===== src/hdl/hsc_pkg.sv =====
// Package for the Hermite segment coefficient block: widths, types, helpers.
// Used by every module of the block; depends on nothing.
`timescale 1ns / 1ps

package hsc_pkg;

    localparam int COORD_W = 32;
    localparam int DIR_W   = 16;
    localparam int TEN_W   = 16;
    localparam int COEF_W  = 40;
    localparam int SQ_W    = 66;   // exact sum of three squared 33-bit diffs
    localparam int ROOT_W  = 33;
    localparam int ACC_W   = 72;   // working width of coefficient math

    localparam logic [1:0] ROW_X     = 2'd0;
    localparam logic [1:0] ROW_Y     = 2'd1;
    localparam logic [1:0] ROW_Z     = 2'd2;
    localparam logic [1:0] ROW_WIDTH = 2'd3;

    // Datapath commands
    typedef enum logic [3:0] {
        CMD_NONE,
        CMD_LOAD,      // capture item, compute diffs
        CMD_SQUARE,    // square diff[idx] and accumulate
        CMD_ROOT_INIT,
        CMD_ROOT_STEP,
        CMD_TD0,
        CMD_TD1,
        CMD_M0,        // m0 for row idx
        CMD_M1,        // m1 for row idx
        CMD_ROW,       // form and register output row idx
        CMD_STORE      // current point becomes previous
    } cmd_t;

    typedef struct packed {
        cmd_t       cmd;
        logic [1:0] idx;
    } ctrl_t;

    typedef struct packed {
        logic have_prev;
        logic start;
    } stat_t;

    function automatic logic [COEF_W-1:0] sat_coef(input logic signed [ACC_W-1:0] v);
        logic signed [ACC_W-1:0] lim;
        logic [COEF_W-1:0]       r;
        lim = ACC_W'((72'sd1 <<< (COEF_W - 1)) - 72'sd1);
        if (v > lim)
            r = {1'b0, {(COEF_W-1){1'b1}}};
        else if (v < -lim - 72'sd1)
            r = {1'b1, {(COEF_W-1){1'b0}}};
        else
            r = v[COEF_W-1:0];
        return r;
    endfunction

endpackage


===== src/hdl/hsc_control.sv =====
// Sequencer for one control point: squares, root iterations, tangents, rows.
// Depends on hsc_pkg.
`timescale 1ns / 1ps

module hsc_control
    import hsc_pkg::*;
(
    input  logic  clk,
    input  logic  rst_n,
    input  logic  in_fire,
    input  logic  out_ready,
    input  stat_t stat,
    output ctrl_t ctrl,
    output logic  in_ready,
    output logic  out_valid,
    output logic  out_last
);

    typedef enum logic [3:0] {
        S_IDLE, S_LOAD, S_SQ, S_RINIT, S_ROOT, S_TD0, S_TD1, S_M0, S_M1, S_ROW,
        S_OUT, S_STORE
    } state_t;

    state_t     state_reg;
    logic [1:0] idx_reg;
    logic [5:0] cnt_reg;

    assign in_ready = (state_reg == S_IDLE);

    always_comb
    begin
        ctrl.idx = idx_reg;
        unique case (state_reg)
            S_LOAD:  ctrl.cmd = CMD_LOAD;
            S_SQ:    ctrl.cmd = CMD_SQUARE;
            S_RINIT: ctrl.cmd = CMD_ROOT_INIT;
            S_ROOT:  ctrl.cmd = CMD_ROOT_STEP;
            S_TD0:   ctrl.cmd = CMD_TD0;
            S_TD1:   ctrl.cmd = CMD_TD1;
            S_M0:    ctrl.cmd = CMD_M0;
            S_M1:    ctrl.cmd = CMD_M1;
            S_ROW:   ctrl.cmd = CMD_ROW;
            S_STORE: ctrl.cmd = CMD_STORE;
            default: ctrl.cmd = CMD_NONE;
        endcase
    end

    always_ff @(posedge clk or negedge rst_n)
    begin
        if (!rst_n)
        begin
            state_reg <= S_IDLE;
            idx_reg   <= '0;
            cnt_reg   <= '0;
            out_valid <= 1'b0;
            out_last  <= 1'b0;
        end
        else
        begin
            unique case (state_reg)
                S_IDLE:  if (in_fire) state_reg <= S_LOAD;
                S_LOAD:
                begin
                    idx_reg   <= '0;
                    state_reg <= S_SQ;
                end
                S_SQ:
                begin
                    if (!stat.have_prev || stat.start)
                        state_reg <= S_STORE;
                    else if (idx_reg == 2'd2)
                        state_reg <= S_RINIT;
                    idx_reg <= idx_reg + 2'd1;
                end
                S_RINIT: state_reg <= S_ROOT;
                S_ROOT:
                begin
                    if (cnt_reg == 6'd32)
                    begin
                        cnt_reg   <= '0;
                        state_reg <= S_TD0;
                    end
                    else
                        cnt_reg <= cnt_reg + 6'd1;
                end
                S_TD0: state_reg <= S_TD1;
                S_TD1:
                begin
                    idx_reg   <= '0;
                    state_reg <= S_M0;
                end
                S_M0: state_reg <= (idx_reg == ROW_WIDTH) ? S_ROW : S_M1;
                S_M1: state_reg <= S_ROW;
                S_ROW:
                begin
                    out_valid <= 1'b1;
                    out_last  <= (idx_reg == ROW_WIDTH);
                    state_reg <= S_OUT;
                end
                S_OUT:
                    if (out_ready)
                    begin
                        out_valid <= 1'b0;
                        idx_reg   <= idx_reg + 2'd1;
                        state_reg <= (idx_reg == ROW_WIDTH) ? S_STORE : S_M0;
                    end
                S_STORE: state_reg <= S_IDLE;
                default: state_reg <= S_IDLE;
            endcase
        end
    end

endmodule


===== config.mk =====
export PLATFORM = sky130hd
export DESIGN_NAME = hsc_control
export DESIGN_NICKNAME = d
export VERILOG_FILES = /design/src/hdl/hsc_pkg.sv /design/src/hdl/hsc_control.sv
export SDC_FILE = /design/constraint.sdc
export NUM_CORES = 1
export LEC_CHECK = 0
export ABC_AREA = 1
export CAP_MARGIN = 20
export CORE_ASPECT_RATIO = 0.9
export CORE_MARGIN = 2
export CORE_UTILIZATION = 28
export CTS_CLUSTER_SIZE = 12
export DETAILED_ROUTE_END_ITERATION = 6
export DONT_BUFFER_PORTS = 1
export GPL_ROUTABILITY_DRIVEN = 0
export SLEW_MARGIN = 10
export SYNTH_ARGS = -nofsm -noshare
export SYNTH_HDL_FRONTEND = slang
export SYNTH_SLANG_ARGS = --single-unit

===== constraint.sdc =====
create_clock -name clk -period 2.2 [get_ports clk]
set_clock_uncertainty 0.1 [all_clocks]
set_input_delay 0.11 -clock clk [delete_from_list [all_inputs] [get_ports clk]]
set_output_delay 0.11 -clock clk [all_outputs]
set_load 0.01 [all_outputs]

==> metrics.txt, run 1 <==
status=complete, no violations; Multi-input gate area=between 500 and 600 sq um; Die Y=58.7 um; CTS resizes=0; slew margin rel.=0.565; measured slew at the worst slew-check pin=0.650 ns; syn_nets=136; H-tree depth=1; sequential standard cell area=350 sq um; Final ANT Viol Nets=0; synth-to-layout area growth=13.7%; core area=approximately 3100 sq um; initial antenna violation count=0; Max VDD drop=0.380 mV; Clock Latency Late Sink=roughly 0.25 ns; starting density of the core=0.299; die area=between 3000 and 4000 sq um; fin crit share=0.710; row cnt=19; cell area after placement=between 900 and 1000 sq um; Synth cell types=21; crit path cell chain=inv_2 -> nand2_4 -> nor2_1 -> nand2_1 -> o21ai_0; All-Layer GR Usage=0.116; largest net degree at the start of global routing=15; Final Max Tran Viols=0; Iter 0 DRT Violations=18; CTS tree=yes; CP peak stage delay=around 0.46 ns; Setup crit start kind=flip-flop; Seq/Total Area, Yosys=0.376; Clock transition at path regs=approximately 0.060 ns; final WL=1890 um; Layout fillers=~340; RSZ-0062 raised after global routing=no; post-layout min period=around 1.6 ns; Num CTS Buffers=3; Max Cap Violations=0; layout cells sized above 1=0.144; Final Setup Violations=0; Nets=143; post-route cell area=1060 sq um; Gate Count Post-Synth=126; DP Wirelength=1480 um; Max clock buf depth=2; Static Leakage=between 0.0005 and 0.0006 uW; total congestion overflow=0; DIE WIDTH=roughly 65 um; DRC viols=0; final hold vios=0; clock root buffer=clkbuf_8; pre-CTS setup slack=0.780 ns; DR WL/cell=around 11 um; io pins=15; Setup crit end kind=output pin; synthesized area=a little over 900 sq um; crit path buf inv count=1; Yosys warnings=0; Max Fclk=about 640 MHz; clock sinks=14; delay-heaviest family, CP=flip-flops; post-route setup slack=~0.64 ns; syn avg cell area=approximately 7.4 sq um; CP Data Required Time=between 1.5 and 2 ns; cell area power density=about 1300 nW/um^2; slowest CP cell=dfrtp_1; setup TNS=0 ns; first-pass GRT wire length=approximately 3300 um; # port buffers=0; Vias/cell=roughly 4.4; vias after detailed routing=767; CP max FO=5; DR pass1 iterations=4; critical path class=reg -> out; ANT cells=0; Largest register FFs=6; critical path data arrival time=1.35 ns; setup bufs post-CTS=0; vias in the first global route=approximately 720; Seq cells post-synth=14; Hold Crit Class=in -> reg
cells by family (layout without fill, tap and decap cells):
logic type                 Yosys count  after routing  synth area share
AOI/OAI and AO/OA                   15             15            0.0833
adders and majority gates            4              4            0.0538
xor gates and xnor gates             2              2            0.0188
buffers and inverters               20             26            0.0806
and+or+nand+nor                     71             71             0.387
DFF                                 14             14             0.376
per-stage QoR:
step	util	power, uW	hold slack (ns)	std cells
2_1_floorplan	-	989	-0.286	126
3_3_place_gp	0.316	1100	-0.285	168
3_5_place_dp	0.316	1120	-0.285	168
4_1_cts	0.340	1380	0.0284	174
5_1_grt	0.340	1500	0.0642	174
6_report	0.340	1370	0.0265	174
worst reg2reg max path, stage by stage, from the launching register on:
cell     delay, ns
dfrtp_1       0.44
inv_1         0.09
ha_1          0.20
nor3_1        0.16
nand2_1       0.10
nand2_2       0.08
nor2_2        0.03
and2_1        0.12
cell type report:
cell class	instances	area share
multi-input cells	92	0.478
clock buffers	4	0.0520
flip-flops and latches	14	0.331
repair buffers	2	0.0189
inverters	20	0.0709
well taps	42	0.0496
power breakdown:
part / leakage [uW] / internal, uW / total, uW / switching (uW)
Clock: 0.0000288 / 159 / 257 / 97.9
Sequential: 0.000181 / 342 / 480 / 138
Combinational: 0.000354 / 217 / 637 / 420
Total: 0.000564 / 718 / 1370 / 656
layer usage:
layer  vias to the layer above  GRT usage  part of all wire
met3                         5     0.0325             0.037
li1                        404          -                 -
met1                       345      0.154              0.51
met5                         -          0                 0
met2                        13      0.169              0.43
met4                         0     0.0669             0.022
final timing paths:
path,slack (ns),depth (start not counted),startpoint,to
setup / recovery,0.64,5,state_reg[2]$_DFFE_PN0P_,ctrl[2]
hold / removal,0.03,4,stat[0],state_reg[3]$_DFFE_PN0P_
setup reg to reg,0.76,7,idx_reg[0]$_DFFE_PN0P_,state_reg[0]$_DFFE_PN0P_
hold reg to reg,0.44,2,cnt_reg[5]$_DFFE_PN0P_,cnt_reg[5]$_DFFE_PN0P_
max in group asynchronous,1.35,1,rst_n,cnt_reg[5]$_DFFE_PN0P_
min in group asynchronous,0.23,1,rst_n,idx_reg[1]$_DFFE_PN0P_
cells in the final DEF (no fill, tap or decap), drive strengths merged:
master       instances
nand2               40
inv                 20
nor2                18
dfrtp               14
o21ai               12
nand3                7
ha                   4
clkbuf               4
nor3                 2
a21oi                2
nand4                2
xor2                 2
dlygate4sd3          2
o21a                 1
nand3b               1
and2                 1
synthesized netlist by cell type, drive strengths merged:
cell    number  area, sq um
nor2        18         93.8
o21ai       12         60.1
nand3b       1         7.51
inv         20         75.1
nand4        2         12.5
nand2       40          195
ha           4         50.1
xor2         2         17.5
and2         1         6.26
nand3        7         35.0
nor3         2         10.0
a21oi        2         10.0
o21a         1         7.51
dfrtp       14          350
timing repair:
action,in CTS,in global routing
setup endpoints to repair,0,0
hold buffers,2,0
endpoints found under the hold margin,15,0
No activity file was read; power rests on OpenSTA's default activity.
==> inputs of run 2 (changes only) <==
- clock period: 2.2 -> 1.6 ns (I/O delays scaled with it)
==> run 2 against run 1 <==
Net effect:
- global-route usage down 0.50 points
- clock power is 33% higher
- via count grew 0.65%
- sequential cell count stayed put
- worst setup slack worse by 0.51 ns
- total power increased by 37%
- cell count is 0.57% higher
- worst hold slack improved by 0.022 ns
- routed wire length down 3.8%
- clock-buffer cell count unchanged
- design area rose by 1.3%
- largest power group unchanged
==> metrics.txt, run 2 (synthesized netlist as in run 1, its figures left out) <==
status=complete, no violations; most frequent cells in the layout=32 x nand2_1, 16 x inv_1, 15 x nor2_1; first-pass GRT wire length=between 3000 and 4000 um; Largest register FFs=6; r2r startpoint=idx_reg[0]$_DFFE_PN0P_; highest routed layer=met4; ANT cells=0; commonest non-fill, non-tap cell in the layout=nand2_1; clock sinks=14; layout cells sized above 1=0.150; CP max FO=5; Max clock buf depth=2; vias after detailed routing=between 700 and 800; Nets=around 140; Clock transition at path regs=approximately 0.06 ns; Final Setup Violations=0; Static Leakage=0.000570 uW; Layout fillers=around 320; core area=roughly 3100 sq um; Multi-input gate area=509 sq um; RSZ-0062 raised after global routing=no; CP Data Required Time=between 1 and 1.5 ns; Iter 0 DRT Violations=22; measured slew at the worst slew-check pin=between 0.6 and 0.7 ns; Setup crit start kind=flip-flop; row cnt=19; cell area power density=1760 nW/um^2; DIE WIDTH=approximately 65 um; Vias/cell=between 4 and 5; slew margin rel.=0.569; Worst Hold Slack=a little under 0.05 ns; synth-to-layout area growth=15.2%; DR WL met2=between 700 and 800 um; final WL=1820 um; H-tree depth=1; clock root buffer=clkbuf_8; die area=3800 sq um; DP Wirelength=about 1400 um; Max VDD drop=0.548 mV; Max Fclk=just under 700 MHz; Final ANT Viol Nets=0; met3 WL=a little under 80 um; Num CTS Buffers=3; total congestion overflow=0; Final Max Tran Viols=0; vias in the first global route=725; CP startpoint=state_reg[2]$_DFFE_PN0P_; reg2reg setup slack=about 0.15 ns; DR pass1 iterations=4; fin crit share=0.917; Setup crit end kind=output pin; largest net degree at the start of global routing=15; final hold vios=0; io pins=15; Clock Latency Late Sink=~0.24 ns; DRC viols=0; Max Cap Violations=0; setup bufs post-CTS=0; Hold Crit Start=stat[1]; initial antenna violation count=0; # port buffers=0; Metal-1 WL=a little over 900 um; CTS tree=yes; setup TNS=0 ns; starting density of the core=0.299; Hold Crit Class=in -> reg; DR WL/cell=~10 um; post-layout min period=~1.5 ns; critical path data arrival time=approximately 1.3 ns; All-Layer GR Usage=0.111; Die Y=~59 um; critical path class=reg -> out; sequential standard cell area=350 sq um
==> run 2: cell types whose count changed in the layout (fill, tap and decap cells not counted) <==
cell,delta
o21ai_0,-1
o21ai_2,+1
dlygate4sd3_1,+1
==> run 2: final timing paths <==
kind / to / cells past startpoint
max in group asynchronous: cnt_reg[3]$_DFFE_PN0P_ / 1
hold reg to reg: cnt_reg[5]$_DFFE_PN0P_ / 2
setup / recovery: ctrl[2] / 5
setup reg to reg: state_reg[0]$_DFFE_PN0P_ / 7
hold / removal: state_reg[3]$_DFFE_PN0P_ / 5
min in group asynchronous: idx_reg[1]$_DFFE_PN0P_ / 1
==> run 2: worst max-delay path, cell delays in order (launching register included) <==
cell and delay (ns):
dfrtp_1 0.45, inv_2 0.13, nand2_4 0.07, nor2_1 0.13, nand2_1 0.14, o21ai_2 0.12
==> run 2: power breakdown <==
group	internal, uW	switching [uW]
Clock	218	124
Combinational	306	574
Sequential	470	191
Total	994	889
==> run 2: repair_timing <==
item / CTS / global route
hold endpoints to repair: 15 / 0
resized for setup: 0 / 2
setup endpoints to repair: 0 / 1
hold buffers: 3 / 0
==> run 2: metal layers <==
metal  vias up  GRT usage
met3         4     0.0268
met5         -          0
met1       340      0.152
li1        409          -
met2        19      0.165
met4         0     0.0547
==> run 2: layout make-up <==
type / instances / share of cell area
repair buffers: 3 / 0.0280
multi-input cells: 92 / 0.475
flip-flops and latches: 14 / 0.327
clock buffers: 4 / 0.0513
well taps: 42 / 0.0490
inverters: 20 / 0.0700
==> run 2: metrics by stage <==
| step | instances | setup WS, ns | util | area, sq um | power (uW) |
|---|---|---|---|---|---|
| after floorplan | 126 | 0.258 | - | 931 | 1360 |
| after detailed placement | 168 | 0.176 | 0.316 | 983 | 1540 |
| after global routing | 175 | 0.0234 | 0.344 | 1070 | 2070 |
| final | 175 | 0.132 | 0.344 | 1070 | 1880 |
| after CTS | 175 | 0.0708 | 0.343 | 1070 | 1900 |
| after global placement | 168 | 0.194 | 0.316 | 983 | 1520 |
